`src/hw/rtl/varp_pkg.sv`:
```
// Shared constants and types for the varint bit packer.
package varp_pkg;

  // Fixed field widths
  localparam int WORD_W    = 64;
  localparam int BYTE_BITS = 8;
  localparam int HDR_BITS  = 4;
  localparam int CNT_W     = HDR_BITS;

  // Default encoded word width
  localparam int DEF_WORD_BITS = 64;

  // Depth of the queue between front and back
  localparam int QDEPTH = 2;

  // Classified item pushed by the front
  typedef struct packed {
    logic             valid;
    logic [CNT_W-1:0] nlast;
  } push_t;

  // Item at the head of the queue
  typedef struct packed {
    logic             valid;
    logic [CNT_W-1:0] nlast;
  } head_t;

endpackage

```
`src/hw/rtl/varp_in_if.sv`:
```
// Input channel carrying one word per item.
interface varp_in_if;
  logic                       valid;
  logic                       ready;
  logic [varp_pkg::WORD_W-1:0] word_in;

  modport source (output valid, output word_in, input ready);
  modport sink   (input valid, input word_in, output ready);
endinterface

```
`src/hw/rtl/varp_out_if.sv`:
```
// Output channel carrying one encoded byte per item.
interface varp_out_if;
  logic                          valid;
  logic                          ready;
  logic [varp_pkg::BYTE_BITS-1:0] out_byte;
  logic                          last_byte;

  modport source (output valid, output out_byte, output last_byte, input ready);
  modport sink   (input valid, input out_byte, input last_byte, output ready);
endinterface

```
`src/hw/rtl/varp_front.sv`:
```
// Front: accept a word, build its bit stream and count its bytes.
module varp_front #(
  parameter int WORD_BITS = varp_pkg::DEF_WORD_BITS,
  parameter int NB = (varp_pkg::HDR_BITS + WORD_BITS + varp_pkg::BYTE_BITS - 1)
                     / varp_pkg::BYTE_BITS,
  parameter int SW = NB * varp_pkg::BYTE_BITS
) (
  varp_in_if.sink          word_ch,
  input  logic             q_ready,
  output varp_pkg::push_t  push,
  output logic [SW-1:0]    push_data
);

  logic [SW-1:0]                  body;
  logic [NB-1:0]                  nz;
  logic [varp_pkg::CNT_W-1:0]     nlast;

  // Place word bits LSB first right after the header slot; upper input bits drop
  always_comb begin
    body = '0;
    for (int k = 0; k < WORD_BITS; k++) begin
      body[SW-1-varp_pkg::HDR_BITS-k] = word_ch.word_in[k];
    end
  end

  for (genvar j = 0; j < NB; j++) begin : g_nz
    assign nz[j] = |body[SW-1-j*varp_pkg::BYTE_BITS -: varp_pkg::BYTE_BITS];
  end

  // Highest byte holding a set bit is the last one emitted
  always_comb begin
    nlast = '0;
    for (int j = 0; j < NB; j++) begin
      if (nz[j]) begin
        nlast = varp_pkg::CNT_W'(j);
      end
    end
  end

  assign push_data     = {nlast, body[SW-varp_pkg::HDR_BITS-1:0]};
  assign push.nlast    = nlast;
  assign push.valid    = word_ch.valid && q_ready;
  assign word_ch.ready = q_ready;

endmodule

```
`src/hw/rtl/varp_queue.sv`:
```
// Short queue between the front and the back.
module varp_queue #(
  parameter int SW = 72
) (
  input  logic             clk,
  input  logic             rst,
  input  varp_pkg::push_t  push,
  input  logic [SW-1:0]    push_data,
  output logic             ready,
  output varp_pkg::head_t  head,
  output logic [SW-1:0]    head_data,
  input  logic             pop
);

  localparam int PW = (varp_pkg::QDEPTH > 1) ? $clog2(varp_pkg::QDEPTH) : 1;
  localparam int CW = $clog2(varp_pkg::QDEPTH + 1);

  logic [SW-1:0]              data_q  [varp_pkg::QDEPTH];
  logic [varp_pkg::CNT_W-1:0] nlast_q [varp_pkg::QDEPTH];
  logic [PW-1:0]              wr_ptr;
  logic [PW-1:0]              rd_ptr;
  logic [CW-1:0]              count;
  logic [CW-1:0]              count_next;

  always_comb begin
    count_next = count;
    if (push.valid && !pop) begin
      count_next = count + CW'(1);
    end else if (!push.valid && pop) begin
      count_next = count - CW'(1);
    end
  end

  always_ff @(posedge clk) begin
    if (rst) begin
      wr_ptr <= '0;
      rd_ptr <= '0;
      count  <= '0;
    end else begin
      count <= count_next;
      if (push.valid) begin
        wr_ptr <= (wr_ptr == PW'(varp_pkg::QDEPTH - 1)) ? '0 : wr_ptr + PW'(1);
      end
      if (pop) begin
        rd_ptr <= (rd_ptr == PW'(varp_pkg::QDEPTH - 1)) ? '0 : rd_ptr + PW'(1);
      end
    end
  end

  always_ff @(posedge clk) begin
    if (push.valid) begin
      data_q[wr_ptr]  <= push_data;
      nlast_q[wr_ptr] <= push.nlast;
    end
  end

  assign ready      = (count != CW'(varp_pkg::QDEPTH));
  assign head.valid = (count != '0);
  assign head.nlast = nlast_q[rd_ptr];
  assign head_data  = data_q[rd_ptr];

endmodule

```
`src/hw/rtl/varp_back.sv`:
```
// Back: emit the head item's bytes one per cycle, while byte_ch is ready, through an output register.
module varp_back #(
  parameter int NB = 9,
  parameter int SW = NB * varp_pkg::BYTE_BITS
) (
  input  logic             clk,
  input  logic             rst,
  input  varp_pkg::head_t  head,
  input  logic [SW-1:0]    head_data,
  output logic             pop,
  varp_out_if.source       byte_ch
);

  localparam int IW = (NB > 1) ? $clog2(NB) : 1;

  logic [varp_pkg::BYTE_BITS-1:0] bytes [NB];
  logic [IW-1:0]                  idx;
  logic                           advance;
  logic                           at_last;
  logic                           ovalid;
  logic [varp_pkg::BYTE_BITS-1:0] obyte;
  logic                           olast;

  for (genvar j = 0; j < NB; j++) begin : g_bytes
    assign bytes[j] = head_data[SW-1-j*varp_pkg::BYTE_BITS -: varp_pkg::BYTE_BITS];
  end

  assign advance = !ovalid || byte_ch.ready;
  assign at_last = (idx == head.nlast[IW-1:0]);
  assign pop     = advance && head.valid && at_last;

  always_ff @(posedge clk) begin
    if (rst) begin
      ovalid <= 1'b0;
      idx    <= '0;
    end else if (advance) begin
      ovalid <= head.valid;
      if (head.valid) begin
        idx <= at_last ? '0 : idx + IW'(1);
      end
    end
  end

  always_ff @(posedge clk) begin
    if (advance && head.valid) begin
      obyte <= bytes[idx];
      olast <= at_last;
    end
  end

  assign byte_ch.valid     = ovalid;
  assign byte_ch.out_byte  = obyte;
  assign byte_ch.last_byte = olast;

endmodule

```
`src/hw/rtl/varint64_bit_packer.sv`:
```
// Top level of the length-prefixed varint bit packer.
// The first byte of a word goes through a queue entry and then the output register to byte_ch.
// Each word is emitted as ceil((4+L)/8) bytes, 1 to 9, where L is its significant bit
// length; they leave one at a time through the single output byte register.
// Words are taken every cycle while the two-entry queue has room.
// Reset (rst, synchronous) empties the queue and the output register; payload is not cleared.
module varint64_bit_packer #(
  parameter int WORD_BITS = varp_pkg::DEF_WORD_BITS
) (
  input  logic       clk,
  input  logic       rst,
  varp_in_if.sink    word_ch,
  varp_out_if.source byte_ch
);

  // Bytes in the longest encoding and the stream width they span
  localparam int NB = (varp_pkg::HDR_BITS + WORD_BITS + varp_pkg::BYTE_BITS - 1)
                      / varp_pkg::BYTE_BITS;
  localparam int SW = NB * varp_pkg::BYTE_BITS;

  varp_pkg::push_t  push;
  logic [SW-1:0]    push_data;
  logic             q_ready;
  varp_pkg::head_t  head;
  logic [SW-1:0]    head_data;
  logic             pop;

  // Front: classify the word (byte count) and lay out its packed stream
  varp_front #(
    .WORD_BITS (WORD_BITS),
    .NB        (NB),
    .SW        (SW)
  ) u_front (
    .word_ch   (word_ch),
    .q_ready   (q_ready),
    .push      (push),
    .push_data (push_data)
  );

  // Queue: hold classified words so the input waits on a stalled sink only once the queue is full
  varp_queue #(
    .SW (SW)
  ) u_queue (
    .clk       (clk),
    .rst       (rst),
    .push      (push),
    .push_data (push_data),
    .ready     (q_ready),
    .head      (head),
    .head_data (head_data),
    .pop       (pop)
  );

  // Back: walk the head word's bytes, drop it from the queue on its last byte
  varp_back #(
    .NB (NB),
    .SW (SW)
  ) u_back (
    .clk       (clk),
    .rst       (rst),
    .head      (head),
    .head_data (head_data),
    .pop       (pop),
    .byte_ch   (byte_ch)
  );

endmodule
```
`src/flat_wrapper.sv`:
```
// flat-port wrapper written by rule: the top's interface ports become plain ports
module varint64_bit_packer_flat 
#(
  parameter int WORD_BITS = varp_pkg::DEF_WORD_BITS
)
  (clk, rst, word_ch_valid, word_ch_word_in, word_ch_ready, byte_ch_valid, byte_ch_out_byte, byte_ch_last_byte, byte_ch_ready);
  varp_in_if word_ch_i ();
  varp_out_if byte_ch_i ();
  input  logic clk;
  input  logic rst;
  input wire logic [$bits(word_ch_i.valid)-1:0] word_ch_valid;
  input wire logic [$bits(word_ch_i.word_in)-1:0] word_ch_word_in;
  output wire logic [$bits(word_ch_i.ready)-1:0] word_ch_ready;
  output wire logic [$bits(byte_ch_i.valid)-1:0] byte_ch_valid;
  output wire logic [$bits(byte_ch_i.out_byte)-1:0] byte_ch_out_byte;
  output wire logic [$bits(byte_ch_i.last_byte)-1:0] byte_ch_last_byte;
  input wire logic [$bits(byte_ch_i.ready)-1:0] byte_ch_ready;
  assign word_ch_i.valid = word_ch_valid;
  assign word_ch_i.word_in = word_ch_word_in;
  assign word_ch_ready = word_ch_i.ready;
  assign byte_ch_valid = byte_ch_i.valid;
  assign byte_ch_out_byte = byte_ch_i.out_byte;
  assign byte_ch_last_byte = byte_ch_i.last_byte;
  assign byte_ch_i.ready = byte_ch_ready;
  varint64_bit_packer #(.WORD_BITS(WORD_BITS)) u_core (.clk(clk), .rst(rst), .word_ch(word_ch_i), .byte_ch(byte_ch_i));
endmodule
```
`config.mk`:
```
export PLATFORM = sky130hd
export DESIGN_NAME = varint64_bit_packer_flat
export DESIGN_NICKNAME = d
export VERILOG_FILES = /design/src/hw/rtl/varp_pkg.sv /design/src/hw/rtl/varp_in_if.sv /design/src/hw/rtl/varp_out_if.sv /design/src/hw/rtl/varp_front.sv /design/src/hw/rtl/varp_queue.sv /design/src/hw/rtl/varp_back.sv /design/src/hw/rtl/varint64_bit_packer.sv /design/src/flat_wrapper.sv
export SDC_FILE = /design/constraint.sdc
export NUM_CORES = 1
export LEC_CHECK = 0
export BUFFER_PORTS_ARGS = -buffer_cell sky130_fd_sc_hd__buf_2
export CAP_MARGIN = 30
export CORE_MARGIN = 3
export CORE_UTILIZATION = 57
export CTS_BUF_LIST = sky130_fd_sc_hd__clkbuf_4 sky130_fd_sc_hd__clkbuf_8 sky130_fd_sc_hd__clkbuf_16
export CTS_CLUSTER_SIZE = 16
export DETAILED_ROUTE_END_ITERATION = 12
export GPL_ROUTABILITY_DRIVEN = 0
export PLACE_DENSITY = 0.79
export SYNTH_ARGS = -nofsm -noshare
export SYNTH_HDL_FRONTEND = slang
export SYNTH_SLANG_ARGS = --single-unit
```
`constraint.sdc`:
```
create_clock -name clk -period 4.6 [get_ports clk]
set_clock_uncertainty 0.05 [all_clocks]
set_input_delay 0.46 -clock clk [delete_from_list [all_inputs] [get_ports clk]]
set_output_delay 0.46 -clock clk [all_outputs]
set_load 0.01 [all_outputs]
```
==> results by group <==
Logic synthesis
  • EDFF count, synth: 145
  • Ys Warns: 0
  • Mapped Area: 0.006215 sq mm
  • Yosys reg bits: 155
  • Synth unique cells: 38
  • Seq/Total Area, Yosys: 0.7328
  • Share of flip-flops with an asynchronous set or reset: 0
  • Top FF cell, synth: edfxtp_1
  • Syn Nets: 391
  • Post-Synthesis Cells: 321
  • Syn_area_per_cell: 19.36 sq um

Detailed routing
  • DR iter-0 viols: 198
  • Pre-Repair DR Iteration Count: 5
  • # DRC: 0
  • DR WL/cell: 21.09 um
  • Vias per cell: 5.943
  • Final wirelength: 11770 um
  • Routed Antenna Nets: 0
  • Via count: 3316

STA
  • Max-slew violation count: 0
  • Endpoints failing hold: 0
  • Final worst-path cycle share: 0.6146
  • Final setup viols: 0
  • Min Tclk post-route: 2.827 ns
  • Rel. slew slack: 0.3968
  • Fmax: 353.7 MHz
  • RSZ-0062 raised after global routing: no
  • Setup_tns: 0 ns
  • Worst-Margin Slew: 0.9027 ns
  • Hold_ws: 0.08097 ns

CTS
  • H-tree levels: 4
  • Clock transition at path regs: 0.06 ns
  • Post-CTS resize count: 0
  • CTS tree: built
  • Cts hold-fix bufs: 0
  • Later-pin clock latency in the skew report: 0.52 ns
  • Maximum clock path buffer count: 2
  • Post-CTS Setup Inserts: 0
  • CTS Buf Count: 17
  • Clk root buf: clkbuf_8
  • Clock sink count: 155

GRT
  • Vias in the first global route: 3471
  • Pin count of the biggest net entering global routing: 41
  • Initial antenna violation count: 0
  • GRT Overall Usage: 0.2019
  • Global route overflow: 0
  • First-pass GRT wire length: 18690 um

Job
  • MaxCap Viol Count: 0

Critical path
  • Critical path type: reg2reg
  • Endpoint class of the critical path: flop
  • Reg2reg end: u_core.u_back.byte_ch.out_byte[2]$_DFFE_PN_
  • R2r setup slk: 1.77 ns
  • FF-to-FF path depth: 4
  • CP arrival: 3.03 ns
  • CP max FO: 24
  • CP required: 4.80 ns
  • Worst setup SP type: flop

Power
  • Cell leakage power: 2.477 nW
  • Power Density: 489.4 mW/mm^2
  • Max VDD drop: 0.2562 mV

Floorplan
  • Die area: 0.01219 sq mm
  • # IOs: 79
  • Die X-Extent: 110.4 um
  • Initial core utilization: 0.5940
  • Die H: 110.4 um
  • Row count: 37
  • CORE AREA: 0.01046 sq mm

Placed design
  • Placed insts: 525
  • Post-DP HPWL: 7853 um
  • # port buffers: 78

Layout
  • Layout cells sized above 1: 0.3389
  • NumNets Final: 479
  • Core Util, Final: 0.6983
  • Area grow syn2layout: 17.56%
  • Antenna cells: 0
  • Finished Layout Cells: 558

Run status
  • Status: finished, final reports clean

Min path
  • Hold path endpoint: u_core.u_queue.data_q[0][61]$_DFFE_PP_
  • Worst hold start: word_ch_word_in[2]
  • Worst Hold Path Cells: 1
  • Worst Hold Class: in2reg
area by class of cell:
class	instances	area, sq um
Tap cell	136	170.2
Clock buffer	17	414.1
Inverter	3	11.26
Clock inverter	15	148.9
Multi-Input combinational cell	148	1558
Timing Repair Buffer	84	447.9
Fill cell	687	3157
Sequential cell	155	4556
Yosys cell counts (all sizes together), types with 2 or more instances:
cell,instances,share of area
a21oi,9,0.0072
ha,2,0.0040
nand3,2,0.0016
buf,10,0.013
or3,2,0.0020
a211oi,4,0.0048
nor2,7,0.0042
mux2i,26,0.042
edfxtp,145,0.70
nand4,2,0.0030
o22a,3,0.0042
and3,2,0.0020
nor4,11,0.011
or4,5,0.0060
o31ai,3,0.0036
inv,3,0.0018
xor2,7,0.0099
clkbuf,5,0.0030
nand2b,4,0.0040
nand2,9,0.0054
o21ai,7,0.0056
nor2b,5,0.0050
mux4,30,0.11
dfxtp,10,0.032
o211ai,2,0.0024
report_power, final:
group / leakage, nW / internal, mW / switching (mW)
clock network: 0.268 / 0.769 / 0.531
logic: 0.772 / 0.202 / 0.261
registers: 1.44 / 1.74 / 0.0677
total: 2.48 / 2.72 / 0.860
worst max-delay path, stage by stage (launching register included):
cell	delay, ns
dfxtp_2	0.77
buf_4	0.51
mux4_1	0.62
mux4_2	0.45
nor2b_1	0.14
stage by stage:
step | instance area, sq um | setup slack, ns | total power, mW
after floorplan | 6215 | 0.5042 | 2.130
after global placement | 6723 | 1.757 | 2.284
after detailed placement | 6723 | 1.753 | 2.301
after CTS | 7286 | 1.734 | 3.609
after global routing | 7306 | 1.569 | 3.720
final | 7306 | 1.773 | 3.576
placed cells by master, fill, tap and decap left out, drive strengths merged, types with 3 or more instances in the layout:
cell,n
clkinv,7
nand2,9
a21oi,9
buf,84
edfxtp,145
nor4,11
nor2b,5
xor2,7
o22a,3
nand2b,4
dfxtp,10
or4,5
nor2,7
a211oi,4
clkinvlp,4
mux2i,26
inv,5
o21ai,7
clkbuf,17
o31ai,3
mux4,30
layer usage:
| layer | vias to the layer above | global-route usage | routed length [um] |
|---|---|---|---|
| li1 | 1517 | - | - |
| met1 | 1689 | 0.2646 | 4875 |
| met2 | 101 | 0.3309 | 6186 |
| met3 | 9 | 0.05096 | 600 |
| met4 | 0 | 0.07307 | 108 |
| met5 | - | 0 | 0 |
registers in the layout, indices dropped and copies added, names as in the netlist, named ones only:
name,count
u_core.u_queue.rd_ptr,1
u_core.u_queue.wr_ptr,1
u_core.u_back.byte_ch.valid,1
u_core.u_back.byte_ch.last_byte,1
u_core.u_back.byte_ch.out_byte,8
u_core.u_queue.nlast_q,3
u_core.u_queue.count,2
u_core.u_back.idx,4
u_core.u_queue.data_q,133
worst max-delay path by stage:
stage	slack, ns	end	depth (start not counted)
finish	1.77	u_core.u_back.byte_ch.out_byte[2]$_DFFE_PN_	4
global placement	1.76	u_core.u_back.byte_ch.out_byte[2]$_DFFE_PN_	4
detailed placement	1.75	u_core.u_back.byte_ch.out_byte[2]$_DFFE_PN_	4
CTS	1.73	u_core.u_back.byte_ch.out_byte[2]$_DFFE_PN_	4
global route	1.57	u_core.u_queue.count[1]$_SDFFE_PP0P_	9
floorplan	0.50	u_core.u_queue.data_q[0][0]$_DFFE_PP_	3
cell families after synthesis:
logic type               synth area share
multiplexers                       0.1548
AND/OR/NAND/NOR                   0.04993
flip-flops                         0.7328
adder cells (fa/ha/maj)          0.004026
buffers and inverters             0.01792
XOR/XNOR                         0.009865
AO/OA/AOI/OAI                     0.03060
No activity file was read; power rests on OpenSTA's default activity.
